### config.mk
export PLATFORM = sky130hd
export DESIGN_NAME = indexed_list_insert_delete_unit
export DESIGN_NICKNAME = d
export VERILOG_FILES = /design/src/hw/rtl/ilist_pkg.sv /design/src/hw/rtl/ilist_mem.sv /design/src/hw/rtl/ilist_ctrl.sv /design/src/hw/rtl/indexed_list_insert_delete_unit.sv
export SDC_FILE = /design/constraint.sdc
export NUM_CORES = 2
export LEC_CHECK = 0
export BUFFER_PORTS_ARGS = -buffer_cell sky130_fd_sc_hd__clkbuf_2
export CORE_ASPECT_RATIO = 0.8
export CORE_MARGIN = 2
export CORE_UTILIZATION = 56
export DETAILED_ROUTE_END_ITERATION = 10
export HOLD_SLACK_MARGIN = 0.08
export PLACE_DENSITY = 0.75
export SLEW_MARGIN = 40
export SYNTH_ARGS = -nofsm -noshare
export SYNTH_HDL_FRONTEND = slang
export SYNTH_SLANG_ARGS = --single-unit
### constraint.sdc
create_clock -name aclk -period 5.2 [get_ports aclk]
set_clock_uncertainty 0.05 [all_clocks]
set_input_delay 1.04 -clock aclk [delete_from_list [all_inputs] [get_ports aclk]]
set_output_delay 1.04 -clock aclk [all_outputs]
set_load 0.02 [all_outputs]
### src/hw/rtl/ilist_pkg.sv
// ----------------------------------------------------------------------------
// ilist_pkg
// Shared types, sizes and codes of the indexed list insert/delete unit.
// ----------------------------------------------------------------------------
package ilist_pkg;

    localparam int CAPACITY = 32;
    localparam int IDX_W    = (CAPACITY > 1) ? $clog2(CAPACITY) : 1;
    localparam int CNT_W    = $clog2(CAPACITY + 1);
    localparam int POS_W    = 8;
    localparam int VAL_W    = 32;
    localparam int OPOS_W   = 6;
    localparam int OP_W     = 3;
    localparam int STAT_W   = 3;

    localparam logic [OP_W-1:0] OP_APPEND    = 3'd0;
    localparam logic [OP_W-1:0] OP_PREPEND   = 3'd1;
    localparam logic [OP_W-1:0] OP_INSERT_AT = 3'd2;
    localparam logic [OP_W-1:0] OP_DELETE_AT = 3'd3;
    localparam logic [OP_W-1:0] OP_DUMP      = 3'd4;

    localparam logic [STAT_W-1:0] STAT_DONE  = 3'd0;
    localparam logic [STAT_W-1:0] STAT_RANGE = 3'd1;
    localparam logic [STAT_W-1:0] STAT_FULL  = 3'd2;
    localparam logic [STAT_W-1:0] STAT_ELEM  = 3'd3;
    localparam logic [STAT_W-1:0] STAT_EMPTY = 3'd4;

    typedef enum logic [2:0] {
        ST_IDLE,
        ST_SHIFT,
        ST_FILL,
        ST_RESP,
        ST_DUMP
    } ctrl_state_t;

    typedef struct packed {
        logic             rd_en;
        logic [IDX_W-1:0] rd_addr;
        logic             wr_en;
        logic [IDX_W-1:0] wr_addr;
        logic [VAL_W-1:0] wr_data;
    } mem_req_t;

    typedef struct packed {
        logic [STAT_W-1:0] status;
        logic [VAL_W-1:0]  out_value;
        logic [OPOS_W-1:0] out_position;
        logic              last;
    } result_t;

endpackage

### src/hw/rtl/ilist_mem.sv
// ----------------------------------------------------------------------------
// ilist_mem
// Element store: one write port, one read port with registered read data.
// ----------------------------------------------------------------------------
module ilist_mem (
    input  logic                              aclk,
    input  ilist_pkg::mem_req_t               req,
    output logic [ilist_pkg::VAL_W-1:0]       rd_data
);
    import ilist_pkg::*;

    logic [VAL_W-1:0] store_mem [CAPACITY];

    always_ff @(posedge aclk) begin
        if (req.wr_en) begin
            store_mem[req.wr_addr] <= req.wr_data;
        end
    end

    always_ff @(posedge aclk) begin
        if (req.rd_en) begin
            rd_data <= store_mem[req.rd_addr];
        end
    end

endmodule

### src/hw/rtl/ilist_ctrl.sv
// ----------------------------------------------------------------------------
// ilist_ctrl
// Sequencer: decodes an item, shifts entries through the store one per
// cycle, streams dump elements and hands results to the output register.
// ----------------------------------------------------------------------------
module ilist_ctrl (
    input  logic                              aclk,
    input  logic                              aresetn,
    input  logic                              in_valid,
    output logic                              in_ready,
    input  logic [ilist_pkg::OP_W-1:0]        in_op,
    input  logic [ilist_pkg::POS_W-1:0]       in_position,
    input  logic [ilist_pkg::VAL_W-1:0]       in_value,
    output ilist_pkg::mem_req_t               mem_req,
    input  logic [ilist_pkg::VAL_W-1:0]       mem_rd_data,
    input  logic                              res_free,
    output logic                              res_load,
    output ilist_pkg::result_t                res
);
    import ilist_pkg::*;

    ctrl_state_t       state_reg, state_next;
    logic [CNT_W-1:0]  count_reg, count_next;
    logic [IDX_W-1:0]  pos_reg, pos_next;
    logic [IDX_W-1:0]  idx_reg, idx_next;
    logic [VAL_W-1:0]  val_reg, val_next;
    logic              del_reg, del_next;
    logic [STAT_W-1:0] stat_reg, stat_next;

    logic [POS_W-1:0]  ins_pos;
    logic [POS_W-1:0]  count_ext;
    logic [CNT_W-1:0]  idx_plus;
    logic              more;
    logic              dump_last;

    always_ff @(posedge aclk) begin
        if (!aresetn) begin
            state_reg <= ST_IDLE;
            count_reg <= '0;
        end else begin
            state_reg <= state_next;
            count_reg <= count_next;
        end
    end

    always_ff @(posedge aclk) begin
        pos_reg  <= pos_next;
        idx_reg  <= idx_next;
        val_reg  <= val_next;
        del_reg  <= del_next;
        stat_reg <= stat_next;
    end

    assign count_ext = POS_W'(count_reg);
    assign idx_plus  = CNT_W'(idx_reg) + CNT_W'(1);
    assign dump_last = (idx_plus == count_reg);

    always_comb begin
        unique case (in_op)
            OP_APPEND:  ins_pos = count_ext;
            OP_PREPEND: ins_pos = '0;
            default:    ins_pos = in_position;
        endcase
    end

    always_comb begin
        if (del_reg) begin
            more = (idx_plus < count_reg);
        end else begin
            more = (idx_reg > pos_reg);
        end
    end

    always_comb begin
        state_next = state_reg;
        count_next = count_reg;
        pos_next   = pos_reg;
        idx_next   = idx_reg;
        val_next   = val_reg;
        del_next   = del_reg;
        stat_next  = stat_reg;
        in_ready   = 1'b0;
        mem_req    = '0;
        res_load   = 1'b0;
        res        = '0;

        unique case (state_reg)
            ST_IDLE: begin
                in_ready = 1'b1;
                if (in_valid) begin
                    unique case (in_op)
                        OP_APPEND, OP_PREPEND, OP_INSERT_AT: begin
                            if (ins_pos > count_ext) begin
                                stat_next  = STAT_RANGE;
                                state_next = ST_RESP;
                            end else if (count_reg == CNT_W'(CAPACITY)) begin
                                stat_next  = STAT_FULL;
                                state_next = ST_RESP;
                            end else begin
                                pos_next = IDX_W'(ins_pos);
                                val_next = in_value;
                                del_next = 1'b0;
                                if (count_ext > ins_pos) begin
                                    idx_next        = IDX_W'(count_reg - CNT_W'(1));
                                    mem_req.rd_en   = 1'b1;
                                    mem_req.rd_addr = IDX_W'(count_reg - CNT_W'(1));
                                    state_next      = ST_SHIFT;
                                end else begin
                                    state_next = ST_FILL;
                                end
                            end
                        end
                        OP_DELETE_AT: begin
                            if (in_position >= count_ext) begin
                                stat_next  = STAT_RANGE;
                                state_next = ST_RESP;
                            end else begin
                                pos_next = IDX_W'(in_position);
                                del_next = 1'b1;
                                if (in_position + POS_W'(1) < count_ext) begin
                                    idx_next        = IDX_W'(in_position + POS_W'(1));
                                    mem_req.rd_en   = 1'b1;
                                    mem_req.rd_addr = IDX_W'(in_position + POS_W'(1));
                                    state_next      = ST_SHIFT;
                                end else begin
                                    count_next = count_reg - CNT_W'(1);
                                    stat_next  = STAT_DONE;
                                    state_next = ST_RESP;
                                end
                            end
                        end
                        OP_DUMP: begin
                            if (count_reg == '0) begin
                                stat_next  = STAT_EMPTY;
                                state_next = ST_RESP;
                            end else begin
                                idx_next        = '0;
                                mem_req.rd_en   = 1'b1;
                                mem_req.rd_addr = '0;
                                state_next      = ST_DUMP;
                            end
                        end
                        default: begin
                            stat_next  = STAT_DONE;
                            state_next = ST_RESP;
                        end
                    endcase
                end
            end

            ST_SHIFT: begin
                mem_req.wr_en   = 1'b1;
                mem_req.wr_data = mem_rd_data;
                mem_req.wr_addr = del_reg ? (idx_reg - IDX_W'(1)) : (idx_reg + IDX_W'(1));
                if (more) begin
                    idx_next        = del_reg ? (idx_reg + IDX_W'(1)) : (idx_reg - IDX_W'(1));
                    mem_req.rd_en   = 1'b1;
                    mem_req.rd_addr = idx_next;
                end else if (del_reg) begin
                    count_next = count_reg - CNT_W'(1);
                    stat_next  = STAT_DONE;
                    state_next = ST_RESP;
                end else begin
                    state_next = ST_FILL;
                end
            end

            ST_FILL: begin
                mem_req.wr_en   = 1'b1;
                mem_req.wr_addr = pos_reg;
                mem_req.wr_data = val_reg;
                count_next      = count_reg + CNT_W'(1);
                stat_next       = STAT_DONE;
                state_next      = ST_RESP;
            end

            ST_RESP: begin
                if (res_free) begin
                    res_load   = 1'b1;
                    res.status = stat_reg;
                    res.last   = 1'b1;
                    state_next = ST_IDLE;
                end
            end

            ST_DUMP: begin
                if (res_free) begin
                    res_load         = 1'b1;
                    res.status       = STAT_ELEM;
                    res.out_value    = mem_rd_data;
                    res.out_position = OPOS_W'(idx_reg);
                    res.last         = dump_last;
                    if (dump_last) begin
                        state_next = ST_IDLE;
                    end else begin
                        idx_next        = idx_reg + IDX_W'(1);
                        mem_req.rd_en   = 1'b1;
                        mem_req.rd_addr = idx_reg + IDX_W'(1);
                    end
                end
            end

            default: begin
                state_next = ST_IDLE;
            end
        endcase
    end

endmodule

### src/hw/rtl/indexed_list_insert_delete_unit.sv
// ----------------------------------------------------------------------------
// indexed_list_insert_delete_unit
// Ordered list of up to 32 signed 32-bit values with append, prepend,
// insert and delete at an index, and dump of the whole list.
// ----------------------------------------------------------------------------
// One item is taken at a time. Every op but dump gives one status item;
// dump gives one item per element (tlast on the final one) or one empty
// status. An insert or a delete at index p moves the entries behind p one
// per cycle through the single read and single write port of the element
// store; once the first element is read, a dump streams one element per
// cycle while m_tready does not hold the output register. Rejected and
// undefined ops go straight to the status response. The result sits in an
// output register, so the next item is taken while it waits on m_tready.
module indexed_list_insert_delete_unit (
    input  logic        aclk,
    input  logic        aresetn,
    input  logic        s_tvalid,
    output logic        s_tready,
    input  logic [2:0]  s_tuser,   // op
    input  logic [39:0] s_tdata,   // position[7:0], item_value[39:8]
    output logic        m_tvalid,
    input  logic        m_tready,
    output logic [2:0]  m_tuser,   // status
    output logic [39:0] m_tdata,   // out_value[31:0], out_position[37:32], zero fill
    output logic        m_tlast
);
    import ilist_pkg::*;

    mem_req_t         mem_req;
    logic [VAL_W-1:0] mem_rd_data;
    logic             res_free;
    logic             res_load;
    result_t          res;

    logic             out_valid_reg;
    result_t          out_res_reg;

    ilist_mem u_mem (
        .aclk    (aclk),
        .req     (mem_req),
        .rd_data (mem_rd_data)
    );

    ilist_ctrl u_ctrl (
        .aclk        (aclk),
        .aresetn     (aresetn),
        .in_valid    (s_tvalid),
        .in_ready    (s_tready),
        .in_op       (s_tuser),
        .in_position (s_tdata[7:0]),
        .in_value    (s_tdata[39:8]),
        .mem_req     (mem_req),
        .mem_rd_data (mem_rd_data),
        .res_free    (res_free),
        .res_load    (res_load),
        .res         (res)
    );

    assign res_free = !out_valid_reg || m_tready;

    always_ff @(posedge aclk) begin
        if (!aresetn) begin
            out_valid_reg <= 1'b0;
        end else if (res_load) begin
            out_valid_reg <= 1'b1;
        end else if (m_tready) begin
            out_valid_reg <= 1'b0;
        end
    end

    always_ff @(posedge aclk) begin
        if (res_load) begin
            out_res_reg <= res;
        end
    end

    assign m_tvalid = out_valid_reg;
    assign m_tuser  = out_res_reg.status;
    assign m_tdata  = {2'b00, out_res_reg.out_position, out_res_reg.out_value};
    assign m_tlast  = out_res_reg.last;

endmodule
==> run metrics <==
CTS tree=built; crit path launch type=register; DRT Pass-1 Iters=6; Rows=95; Crit-path slowest cell=a32oi_1; die height=264 µm; Worst IR Drop VDD=0.337 mV; final setup vio count=0; buffers added on ports=89; GP Congestion=0.900; nets=3182; CTS Buf Count=105; CTS Sinks=1153; Vias/cell=6.52; layout cell share with drive strength beyond 1=0.148; WP data required=5590 ps; DRC viols=0; Net Sw Power=0.00836 W; Post-Syn Instances=2923; GRT Resource Usage Total=0.289; fin. max-slew vios=0; CP max FO=50; Hold Path Class=input pin to register; first-pass GRT wire length=182000 µm; commonest non-fill, non-tap cell in the layout=edfxtp_1; worst endpoint data arrival time=5290 ps; Cell Area, Placed=0.0501 mm²; synthesis warning total=0; post-synth cell types=71; Leak=18.3 nW; crit share post-route=0.943; Internal=0.0183 W; post-synthesis cell area=0.0472 mm²; initial antenna violation count=0; Final Cell Area=0.0534 mm²; Switching Share=0.313; Area growth, synth to finish=13.2%; Skew-Pair Late Insertion Delay=710 ps; RSZ-0062 raised after global routing=no; crit path kind=register to register; pin count of the biggest net entering global routing=68; Die ar.=0.0866 mm²; H-tree levels=3; CTS max path bufs=3; Fmax=204 MHz; Tmin final=4900 ps; Post-CTS Hold Buffers=0; Crit path max-delay family=compound AO/OA/AOI/OAI gates; Critical Path End Type=register; PD cells=500 mW/mm²; Die W=328 µm; # Post-CTS Setup Buffers=0; Initial Util=0.564; Largest stage delay, worst path=660 ps; syn_area_per_cell=16.1 µm²; Final Hold Vio Count=0; Post-Route WL=126000 µm; Detailed Place HPWL=72500 µm; Post-synth EDFFs=1143; Clock transition at path regs=70 ps; highest-count cells in the layout ignoring fill and taps=edfxtp_1, mux2i_1, nand2_1, nand3_1, clkbuf_16; Seq/Total Area, Yosys=0.732; Rel. slew slack=0.397; Tightest Pin Transition=902 ps; vias=28000; 1st-iter DRT viols=3643; GRT overflow=0; Ports=93; outcome=finished, final reports clean; FFs w/ async S/R, synth=0; max capacitance violation total=0; clock share of power=0.280; CP Buf/Inv Count=4; worst hold slack=453 ps; crit path cell chain=ha_1 > xnor2_1 > buf_4 > inv_1 > ha_1 > and4_1 > nand3_1 > a32oi_1 > a21oi_1 > a211oi_4 > buf_12 > buf_12 > nand3_1 > a31oi_1 > a211oi_1; combinational fraction of design power=0.260; Primary FF master, synth=edfxtp_1; vias in the first global route=27400; Final ANT Viol Nets=0; WL per Instance=29.3 µm; Placeable Area=0.0837 mm²; root buf cell=clkbuf_16; max reg flops=1024; Top reg by flops=u_mem.store_mem; n_diodes=0; sequential power share=0.460; # resized after CTS=0; Fillers=5667; Synth Register Bits=1153
==> kinds of logic (layout without fill, tap and decap cells) <==
logic type,count (synthesis),count (layout),share of synthesized area
flops,1153,1153,0.732
simple gates,606,606,0.0583
mux,536,536,0.114
compound gates,385,385,0.0602
buf+inv,189,450,0.0232
fa+ha+maj,35,35,0.00928
xor+xnor,18,18,0.00334
other cells,1,3,0.0000795
==> power by group through the flow <==
stage | Combinational, W | Clock (W) | Sequential [W]
5_1_grt | 0.00739 | 0.00788 | 0.0123
4_1_cts | 0.00682 | 0.00753 | 0.0123
3_5_place_dp | 0.00678 | 0 | 0.0125
3_3_place_gp | 0.00652 | 0 | 0.0124
2_1_floorplan | 0.00436 | 0 | 0.0124
6_report | 0.00695 | 0.00748 | 0.0123
==> final timing paths <==
check | slack (ps) | startpoint | endpoint | depth (start not counted)
min reg2reg | 480 | u_ctrl.stat_reg[1] | m_tuser[1] | 2
min | 450 | s_tdata[36] | u_ctrl.val_reg[28] | 1
max | 300 | u_ctrl.idx_reg[1] | u_mem.rd_data[5] | 15
max reg2reg | 300 | u_ctrl.idx_reg[1] | u_mem.rd_data[5] | 15
==> metrics by stage <==
stage / instances / setup TNS, ps / setup slack, ps / utilization / total power, W
detailed placement: 4108 / -58.2 / -29.9 / 0.598 / 0.0192
global placement: 4107 / 0 / 54.3 / 0.598 / 0.0190
global route: 4301 / 0 / 70.7 / 0.638 / 0.0276
floorplan: 2925 / 0 / 212 / - / 0.0167
finish: 4301 / 0 / 298 / 0.638 / 0.0267
CTS: 4301 / 0 / 367 / 0.638 / 0.0266
==> cell usage after synthesis, drive strengths merged (10+ instances only) <==
library cell | count | area, µm²
a211oi | 39 | 320
a21oi | 23 | 119
a221oi | 11 | 128
a22o | 33 | 289
a22oi | 11 | 82.6
a311oi | 10 | 87.6
a31oi | 54 | 338
and3 | 39 | 244
buf | 95 | 739
clkbuf | 71 | 267
dfxtp | 10 | 200
edfxtp | 1143 | 34300
ha | 35 | 438
inv | 23 | 86.3
mux2i | 535 | 5360
nand2 | 309 | 1160
nand3 | 115 | 581
nand4 | 10 | 62.6
nor2 | 70 | 263
nor2b | 12 | 75.1
o211ai | 36 | 270
o21ai | 30 | 150
o221ai | 29 | 254
o22ai | 56 | 350
o31ai | 10 | 75.1
xnor2 | 14 | 123
==> per-layer routing <==
layer,track usage,vias to the layer above,wire (µm),part of all wire
li1,-,11800,-,-
met1,0.410,14200,49900,0.40
met2,0.434,1711,56900,0.45
met3,0.0687,319,13400,0.11
met4,0.115,0,5590,0.044
met5,0,-,0,0
==> area by class of cell <==
class	count	area, µm²	area share
repair buffers	234	2140	0.0401
flip-flops and latches	1153	34500	0.647
inverters	23	86.3	0.00162
clock inverters	62	533	0.00999
clock buffers	131	2770	0.0519
multi-input cells	1583	11900	0.224
well taps	1115	1400	0.0261
Power figures use the tool's default switching activity.
